[config.mk]
export PLATFORM = sky130hd
export DESIGN_NAME = plkt_ctrl
export DESIGN_NICKNAME = d
export VERILOG_FILES = /design/src/hw/rtl/plkt_pkg.sv /design/src/hw/rtl/plkt_ctrl.sv
export SDC_FILE = /design/constraint.sdc
export NUM_CORES = 1
export LEC_CHECK = 0
export ABC_AREA = 1
export BUFFER_PORTS_ARGS = -buffer_cell sky130_fd_sc_hd__buf_2
export CAP_MARGIN = 10
export CORE_AREA = 2 2 39 41
export CTS_CLUSTER_DIAMETER = 200
export DETAILED_ROUTE_END_ITERATION = 10
export DIE_AREA = 0 0 41 43
export GPL_ROUTABILITY_DRIVEN = 0
export PLACE_DENSITY = 0.75
export SYNTH_ARGS = -nofsm -noshare
export SYNTH_HDL_FRONTEND = slang
export SYNTH_SLANG_ARGS = --single-unit
[constraint.sdc]
create_clock -name clk -period 2.8 [get_ports clk]
set_input_delay 0.14 -clock clk [delete_from_list [all_inputs] [get_ports clk]]
set_output_delay 0.14 -clock clk [all_outputs]
set_load 0.01 [all_outputs]
[src/hw/rtl/plkt_pkg.sv]
// ----------------------------------------------------------------------------
// plkt_pkg
// Shared types, codes and constants of the parent-linked key table.
// ----------------------------------------------------------------------------
package plkt_pkg;

  localparam int DEFAULT_SLOTS = 64;
  localparam int MAX_RESULTS   = 64;
  localparam int RES_BITS      = $clog2(MAX_RESULTS + 1);
  localparam logic [6:0] CAPACITY_RESET = 7'd64;

  localparam logic [1:0] CMD_ADD    = 2'd0;
  localparam logic [1:0] CMD_DELETE = 2'd1;
  localparam logic [1:0] CMD_SEARCH = 2'd2;
  localparam logic [1:0] CMD_LIST   = 2'd3;

  localparam logic [2:0] ST_OK       = 3'd0;
  localparam logic [2:0] ST_DUP      = 3'd1;
  localparam logic [2:0] ST_FULL     = 3'd2;
  localparam logic [2:0] ST_NOPARENT = 3'd3;
  localparam logic [2:0] ST_NOTFOUND = 3'd4;

  typedef struct packed {
    logic       ld_req;
    logic       inc_idx;
    logic       clr_idx;
    logic       idx_last;
    logic       upd_flags;
    logic       cap_hit;
    logic       wr_add;
    logic       wr_move;
    logic       wr_clr;
    logic       cnt_dec;
    logic       out_load;
    logic [2:0] out_status;
    logic       out_found;
    logic       out_last;
  } plkt_cmd_t;

  typedef struct packed {
    logic [1:0] cmd;
    logic       scan_end;
    logic       key_hit;
    logic       par_hit;
    logic       par_is_key;
    logic       pend_v;
    logic       out_free;
    logic       nres_max;
    logic [2:0] add_stat;
  } plkt_stat_t;

endpackage

[src/hw/rtl/plkt_ctrl.sv]
// ----------------------------------------------------------------------------
// plkt_ctrl
// Sequencer that steps the datapath through scans, result emission and the
// delete compaction and orphan-clearing passes.
// ----------------------------------------------------------------------------
module plkt_ctrl import plkt_pkg::*; (
  input  logic       clk,
  input  logic       rst,
  input  logic       in_valid,
  output logic       in_ready,
  input  plkt_stat_t st,
  output plkt_cmd_t  cm
);

  localparam logic [2:0] S_IDLE    = 3'd0;
  localparam logic [2:0] S_SCAN    = 3'd1;
  localparam logic [2:0] S_EVAL    = 3'd2;
  localparam logic [2:0] S_DONE    = 3'd3;
  localparam logic [2:0] S_MOVE    = 3'd4;
  localparam logic [2:0] S_MOVE_WR = 3'd5;
  localparam logic [2:0] S_CSCAN   = 3'd6;
  localparam logic [2:0] S_CEVAL   = 3'd7;

  logic [2:0] state, state_next;

  always_ff @(posedge clk) begin
    if (rst) begin
      state <= S_IDLE;
    end else begin
      state <= state_next;
    end
  end

  always_comb begin
    cm = '0;
    in_ready = 1'b0;
    state_next = state;
    case (state)
      S_IDLE: begin
        in_ready = 1'b1;
        if (in_valid) begin
          cm.ld_req = 1'b1;
          state_next = S_SCAN;
        end
      end
      S_SCAN: begin
        state_next = st.scan_end ? S_DONE : S_EVAL;
      end
      S_EVAL: begin
        case (st.cmd)
          CMD_ADD: begin
            cm.upd_flags = 1'b1;
            cm.inc_idx = 1'b1;
            state_next = S_SCAN;
          end
          CMD_LIST: begin
            if (!st.par_hit) begin
              cm.inc_idx = 1'b1;
              state_next = S_SCAN;
            end else if (!st.pend_v || st.out_free) begin
              if (st.pend_v) begin
                cm.out_load = 1'b1;
                cm.out_status = ST_OK;
                cm.out_found = 1'b1;
              end
              cm.cap_hit = 1'b1;
              if (st.nres_max) begin
                state_next = S_DONE;
              end else begin
                cm.inc_idx = 1'b1;
                state_next = S_SCAN;
              end
            end
          end
          default: begin
            if (st.key_hit) begin
              cm.cap_hit = 1'b1;
              state_next = S_DONE;
            end else begin
              cm.inc_idx = 1'b1;
              state_next = S_SCAN;
            end
          end
        endcase
      end
      S_DONE: begin
        if (st.out_free) begin
          cm.out_load = 1'b1;
          cm.out_last = 1'b1;
          state_next = S_IDLE;
          if (st.cmd == CMD_ADD) begin
            cm.out_status = st.add_stat;
            cm.wr_add = (st.add_stat == ST_OK);
          end else begin
            cm.out_status = st.pend_v ? ST_OK : ST_NOTFOUND;
            cm.out_found = st.pend_v;
            if (st.cmd == CMD_DELETE && st.pend_v) begin
              cm.idx_last = 1'b1;
              state_next = S_MOVE;
            end
          end
        end
      end
      S_MOVE: begin
        state_next = S_MOVE_WR;
      end
      S_MOVE_WR: begin
        cm.wr_move = 1'b1;
        cm.cnt_dec = 1'b1;
        cm.clr_idx = 1'b1;
        state_next = S_CSCAN;
      end
      S_CSCAN: begin
        state_next = st.scan_end ? S_IDLE : S_CEVAL;
      end
      S_CEVAL: begin
        cm.wr_clr = st.par_is_key;
        cm.inc_idx = 1'b1;
        state_next = S_CSCAN;
      end
      default: begin
        state_next = S_IDLE;
      end
    endcase
  end

endmodule

# Word level (Yosys, flattened, before mapping)
# Cells that the tools add are included.
[word_totals] ff_bits=3 inputBits=15 output_inout_bits=17 wordCells=67
[op_classes] eq_ne=12 mux=46 reduce_logical=8
[ops] operator="$mux W3" n=9
[ops] operator="$mux W1" n=23
[ops] operator="$pmux W3 S7" n=1
[ops] operator="$mux W5" n=4
[ops] operator="$eq A3 B3 Y1 const B" n=4
[ops] operator="$pmux W5 S2" n=1
[ops] operator="$eq A3 B2 Y1 const B" n=2
[ops] operator="$logic_not A3 Y1" n=2
[ops] operator="$mux W2" n=3
[ops] operator="$mux W6" n=1
[ops] operator="$pmux W1 S2" n=3
[ops] operator="$pmux W3 S2" n=1
[ops] operator="$ne A2 B2 Y1 const B" n=2
[ops] operator="$ne A4 B4 Y1 const B" n=1
[ops] operator="$eq A3 B1 Y1 const B" n=1
[ops] operator="$reduce_and A3 Y1" n=1
[ops] operator="$eq A2 B1 Y1 const B" n=1
[ops] operator="$eq A2 B2 Y1 const B" n=1
[ops] operator="$logic_not A2 Y1" n=1
[ops] operator="$reduce_or A2 Y1" n=1
[ops] operator="$logic_and A1 B1 Y1" n=1
[ops] operator="$logic_not A1 Y1" n=1
[ops] operator="$logic_or A1 B1 Y1" n=1

# Depth between registers and ports, before layout
# Gate-level depths: netlist of run 1.
[depth] depth_word=6 depth_mapped=9 depth_no_buf=9

# Worst setup path after synthesis of run 1
# OpenSTA, ideal clock, no wires.
[synth_timing] path_kind="flip-flop to output port" startpoint="register state[1]" endpoint="output port cm[9] (netlist bit)" t_arrival_ps=1018 required_time_ps=2660 slack_ps=1642 path_stages_with_launch=7 n_path_buf=0 cell_sequence="dfxtp_1 nand2_2 nor2_4 inv_2 nor2_4 inv_2 nor4_4"
[synth_rtl] item="start: declaration" line="plkt_ctrl.sv:24" rtl="logic [2:0] state, state_next;"
[synth_rtl] item="start signal: assignment" line="plkt_ctrl.sv:30" rtl="state <= state_next;"
[synth_rtl] item="end: declaration" line="plkt_ctrl.sv:12" rtl="output plkt_cmd_t cm"

==> metrics, run 1 <==
worst setup path class=reg -> out; maximum fanout along the worst path=8; Worst EP arrival=roughly 1.4 ns; Inserted Diodes=0; initial antenna violation count=0; Worst Path Required=2.66 ns; Slew HR=around four fifths; biggest regs=state: 3 flops; Mapped Area=536 sq um; placed cells=135; placed cell areas=684 sq um; Finished Layout Cells=139; sequential area share after synthesis=between 10% and 20%; drt pass-1 iters=4; detail-routed via count per cell=4.63; final hold slack=approximately 0.084 ns; endpoints failing setup=0; post_cts resized=0; unrepaired setup endpoints after global routing=no; max-slew violations=0; CTS Hold Bufs=0; status=completed; unique cell type count in the Yosys netlist=22; Hold Path Sink=state[1]$_SDFFE_PP0P_; Worst Skew=0.00680 ns; hold path depth=2; f_max=about 630 MHz; CTS root buf=clkbuf_4; port bufs=31; critical path startpoint category=flop; Largest register FFs=3; CTS tree=yes; FF-to-FF Start=state[0]$_SDFFE_PP0P_; Final TNS setup=0 ns; period utilisation layout=56.4%; via count=643; Post-Route WL=1260 microns; die height=43 microns; commonest non-fill, non-tap cells in the layout=buf_2 (31), nand2_1 (21), inv_1 (14); GRT overflow=0; R2R cell count=7; Synth top area share=between 10 and 15%; GRT Overall Usage=16.5%; num rows=14; first-pass GRT wire length=1990 microns; CTS sink cnt=3; leading post-synthesis cells by cell area=nand2_1 (15%), dfxtp_1 (11%), inv_1 (9.8%); Leak=0.000431 uW; post-CTS setup buffer count=0; io pins=32; die area=about 0.0018 sq mm; Routed WL per cell=9.06 microns; P&R area growth vs syn=32.7%; Yosys reg bits=3; layout cells sized above 1=between 40 and 50%; CP endpoint kind=primary output; Synth Net Count=about 110; HP Start=rst; Top reg by flops=state; 1st-iter DRT viols=8; maxcap violations=0; Clock Path Buffers=2; Core ar.=about 0.0014 sq mm; largest net degree at the start of global routing=9; design area=711 sq um; fin crit period=1.58 ns; flop2flop setup slack=about 1.6 ns; HPWL after DPL=1070 microns; fin nets=142; Residual DRC=0; Avg Inst Size Synth=5.88 sq um; most common cell after layout, fill and taps aside=buf_2; Yosys warnings=0; cell taking the most area after synthesis=nand2_1; number of global-route vias before repair=528; Synth Instances=91; clock latency on the worst-skew pair=0.24 ns; Final Hold Fails=0; ANT nets after route=0; H-tree depth=1; worst r2r dst=state[0]$_SDFFE_PP0P_; worst hold path class=in -> reg; worst-margin pin slew=0.273 ns; Initial Util=38.7%; total CTS buffers=3; die width=roughly 41 microns; Layout Utilization=51.4%; Power per Cell Area=327 mW/mm^2; Max VDD drop=0.000105 V; CTS clk-pin slew, worst paths=0.04 ns
## final cells by class
| cell class | count | area, sq um |
|---|---|---|
| fillers | 146 | 673 |
| multi-input cells | 66 | 378 |
| repair buffers | 31 | 155 |
| inverters | 19 | 71.3 |
| flip-flops and latches | 3 | 60.1 |
| clock buffers | 4 | 26.3 |
| well taps | 16 | 20.0 |
## cell families (layout without fill, tap and decap cells)
| kind of cell | after synthesis | in the layout | share of synthesized area, % |
|---|---|---|---|
| AND/OR/NAND/NOR | 55 | 55 | 54.7 |
| buffers and inverters | 22 | 54 | 18.2 |
| AO/OA/AOI/OAI | 8 | 8 | 8.88 |
| adder cells (fa/ha/maj) | 3 | 3 | 7.01 |
| flip-flops | 3 | 3 | 11.2 |
## routing by layer
layer	global-route usage [%]	wire (microns)	vias to the layer above
li1	-	-	343
met1	20.7	569	254
met2	25.6	522	44
met3	1.57	142	2
met4	10.0	24	0
met5	0	0	-
## power breakdown
part | internal, uW | total [uW] | switching (uW) | leakage [uW]
registers | 47.3 | 56.1 | 8.84 | 0.0000247
clock network | 53.8 | 81.4 | 27.6 | 0.0000150
logic | 37.2 | 95.0 | 57.7 | 0.000392
## critical path, cell delays in order (launching register included)
cell     delay [ns]
dfxtp_1        0.47
nand2_2        0.10
nor2_4         0.12
inv_2          0.06
nor2_4         0.08
inv_2          0.07
nor4_4         0.12
buf_2          0.17
## cell usage after synthesis, drive strengths merged
master  number
a21oi        2
buf          3
dfxtp        3
ha           3
inv         19
nand2       26
nand3        5
nand4        3
nor2        17
nor3         1
nor3b        1
nor4         2
o21ai        6
## worst max path at each step
stage / startpoint / cells after the start / slack, ns / end
floorplan: state[1]$_SDFFE_PP0P_ / 6 / 1.64 / cm[9]
global placement: state[1]$_SDFFE_PP0P_ / 7 / 1.52 / cm[9]
detailed placement: state[0]$_SDFFE_PP0P_ / 7 / 1.49 / cm[9]
CTS: state[0]$_SDFFE_PP0P_ / 7 / 1.21 / cm[9]
global route: state[0]$_SDFFE_PP0P_ / 7 / 1.09 / cm[9]
finish: state[0]$_SDFFE_PP0P_ / 7 / 1.22 / cm[9]
## per-stage QoR
stage,total power [uW],setup WS [ns]
6_report,232,1.22
5_1_grt,253,1.09
4_1_cts,236,1.21
3_5_place_dp,152,1.49
3_3_place_gp,150,1.52
2_1_floorplan,125,1.64
No activity file was read; power rests on OpenSTA's default activity.
==> inputs of run 2 (changes only) <==
Settings changed: CORE_AREA 2 2 39 41 to default, CORE_MARGIN from default to 2, CORE_UTILIZATION from default to 41, DIE_AREA 0 0 41 43 to default, PLACE_DENSITY 0.75 to 0.76.
Clock period 2.8 ns to 1.6 ns, I/O delays scaled along.
==> run 2 against run 1 <==
First-iteration DRC count is 100% higher. Wire length decreased by 0.16%. Worst setup slack worse by 1.1 ns. Combinational power rose by 75%. Register-to-register slack got worse by 1.2 ns. Count of clock-buffer cells in the layout unchanged. Die area decreased by 8.6%. Clock power rose by 70%. Critical path type unchanged. Global-route usage up 0.23 points. Sequential share of layout area about the same. Largest cell class unchanged.
==> metrics, run 2 (synthesis gave the netlist of run 1 again) <==
post-CTS setup buffer count=0 (unchanged); die area=0.00161 sq mm (-8.6%); worst-margin pin slew=0.280 ns (+0.00737 ns); placed cells=134 (-0.74%); status=completed; number of global-route vias before repair=488 (-7.6%); most common cell after layout, fill and taps aside=buf_2; Clock Path Buffers=2 (unchanged); peak per-stage delay on the critical path=0.44 ns (-0.03 ns); detail-routed via count per cell=4.72 (+2.1%); Overall Power=400 uW (+72%); pre-CTS setup slack=0.371 ns (-1.12 ns); FF-to-FF Start=state[1]$_SDFFE_PP0P_; Setup crit start=state[0]$_SDFFE_PP0P_; maxcap violations=0 (unchanged); die width=40.1 microns (-2.1%); clock latency on the worst-skew pair=0.23 ns (about the same); fin crit period=1.47 ns; ANT nets after route=0 (unchanged); io pins=32 (unchanged); CTS clk-pin slew, worst paths=0.04 ns (about the same); Residual DRC=0 (unchanged); die height=40.1 microns (-6.7%); H-tree depth=1 (unchanged); CTS Hold Bufs=0 (unchanged); post_cts resized=0 (unchanged); Post-Route WL=1260 microns (-0.16%); total CTS buffers=3 (unchanged); commonest non-fill, non-tap cells in the layout=buf_2 (31), nand2_1 (21), inv_1 (14); CP cell instances=nand2_2 -> nor2_4 -> inv_2 -> nor2_4 -> inv_2 -> nor4_4 -> buf_2; Setup crit end=cm[9]; # fillers=130 (-11%); Top reg by flops=state; R2R cell count=5 (-2); Worst Path Required=1.52 ns (-1.14 ns); worst hold path class=in -> reg; endpoints failing setup=0 (unchanged); worst r2r dst=state[0]$_SDFFE_PP0P_; Leak=0.000431 uW (unchanged); CTS sink cnt=3 (unchanged); GRT Overall Usage=16.7% (+0.23 points); 1st-iter DRT viols=16 (+8); CTS root buf=clkbuf_4; CP endpoint kind=primary output; Initial Util=42.8% (+4.1 points); f_max=around 680 MHz; port bufs=31 (unchanged); GRT overflow=0 (unchanged); Power per Cell Area=564 mW/mm^2 (+72%); worst setup path class=reg -> out; num rows=13 (-1); HPWL after DPL=1070 microns (+0.34%); critical path startpoint category=flop; maximum fanout along the worst path=8 (unchanged); unrepaired setup endpoints after global routing=no; setup ws final=0.127 ns (-1.09 ns); Max VDD drop=0.000294 V (+180%); Slew HR=81.3% (-0.49 points); layout cells sized above 1=43.1% (unchanged); CP max-delay cell=dfxtp_1; CTS tree=yes; Largest register FFs=3 (unchanged); biggest regs=state: 3 flops; Final TNS setup=0 ns (unchanged); max-slew violations=0 (unchanged); P&R area growth vs syn=32.5%; Core ar.=0.00125 sq mm (-9.5%); Worst EP arrival=1.39 ns (-0.05 ns); initial antenna violation count=0 (unchanged); Final Hold Fails=0 (unchanged); period utilisation layout=between 90 and 100%; via count=652 (+1.4%); largest net degree at the start of global routing=9 (unchanged); fin nets=142 (unchanged); Routed WL per cell=9.11 microns (+0.56%); flop2flop setup slack=0.46 ns (-1.17 ns); Worst Skew=0.000442 ns (-0.00636 ns); first-pass GRT wire length=1840 microns (-8.0%); Finished Layout Cells=138 (-0.72%); drt pass-1 iters=4 (unchanged); Inserted Diodes=0 (unchanged)
run 2: cell counts in the layout (fill, tap and decap cells not counted):
Identical to the previous run, type by type.
run 2: critical path: cells and delay by family, from the launching register on:
kind | cells | cell delay, ns
buffers and inverters | 3 | 0.30
flip-flops | 1 | 0.44
AND/OR/NAND/NOR | 4 | 0.43
run 2: how the worst min path moves through the flow:
stage,startpoint,to,slack (ns),cells past startpoint
after global routing,rst,state[1]$_SDFFE_PP0P_,0.05,2
after detailed placement,rst,state[1]$_SDFFE_PP0P_,0.28,2
after CTS,rst,state[1]$_SDFFE_PP0P_,0.04,2
final,rst,state[1]$_SDFFE_PP0P_,0.04,2
after global placement,rst,state[1]$_SDFFE_PP0P_,0.27,2
after floorplan,rst,state[1]$_SDFFE_PP0P_,0.14,1
run 2: power breakdown:
part	leakage, uW	internal (uW)	switching [uW]
Sequential	0.0000247	82.7	13.5
Combinational	0.000392	65.2	101
Clock	0.0000150	93.8	43.9
Total	0.000431	242	158
run 2: layer usage:
| layer | GRT usage (%) | wire length, microns | up-vias |
|---|---|---|---|
| li1 | - | - | 343 |
| met1 | 19.1 | 538 | 287 |
| met2 | 30.6 | 633 | 18 |
| met3 | 1.11 | 59 | 4 |
| met4 | 8.62 | 26 | 0 |
| met5 | 0 | 0 | - |
run 2: final cells by class:
cell class,count,area [sq um],share of cell area [%]
flip-flops and latches,3,60.1,8.47
multi-input cells,66,378,53.3
inverters,19,71.3,10.1
well taps,15,18.8,2.65
repair buffers,31,155,21.9
clock buffers,4,26.3,3.70
run 2: metrics by stage:
step / cell area, sq um / util, % / hold WS [ns]
2_1_floorplan: 536 / - / 0.142
3_3_place_gp: 683 / 54.5 / 0.273
3_5_place_dp: 683 / 54.5 / 0.277
4_1_cts: 709 / 56.6 / 0.0364
5_1_grt: 709 / 56.6 / 0.0504
6_report: 709 / 56.6 / 0.0350
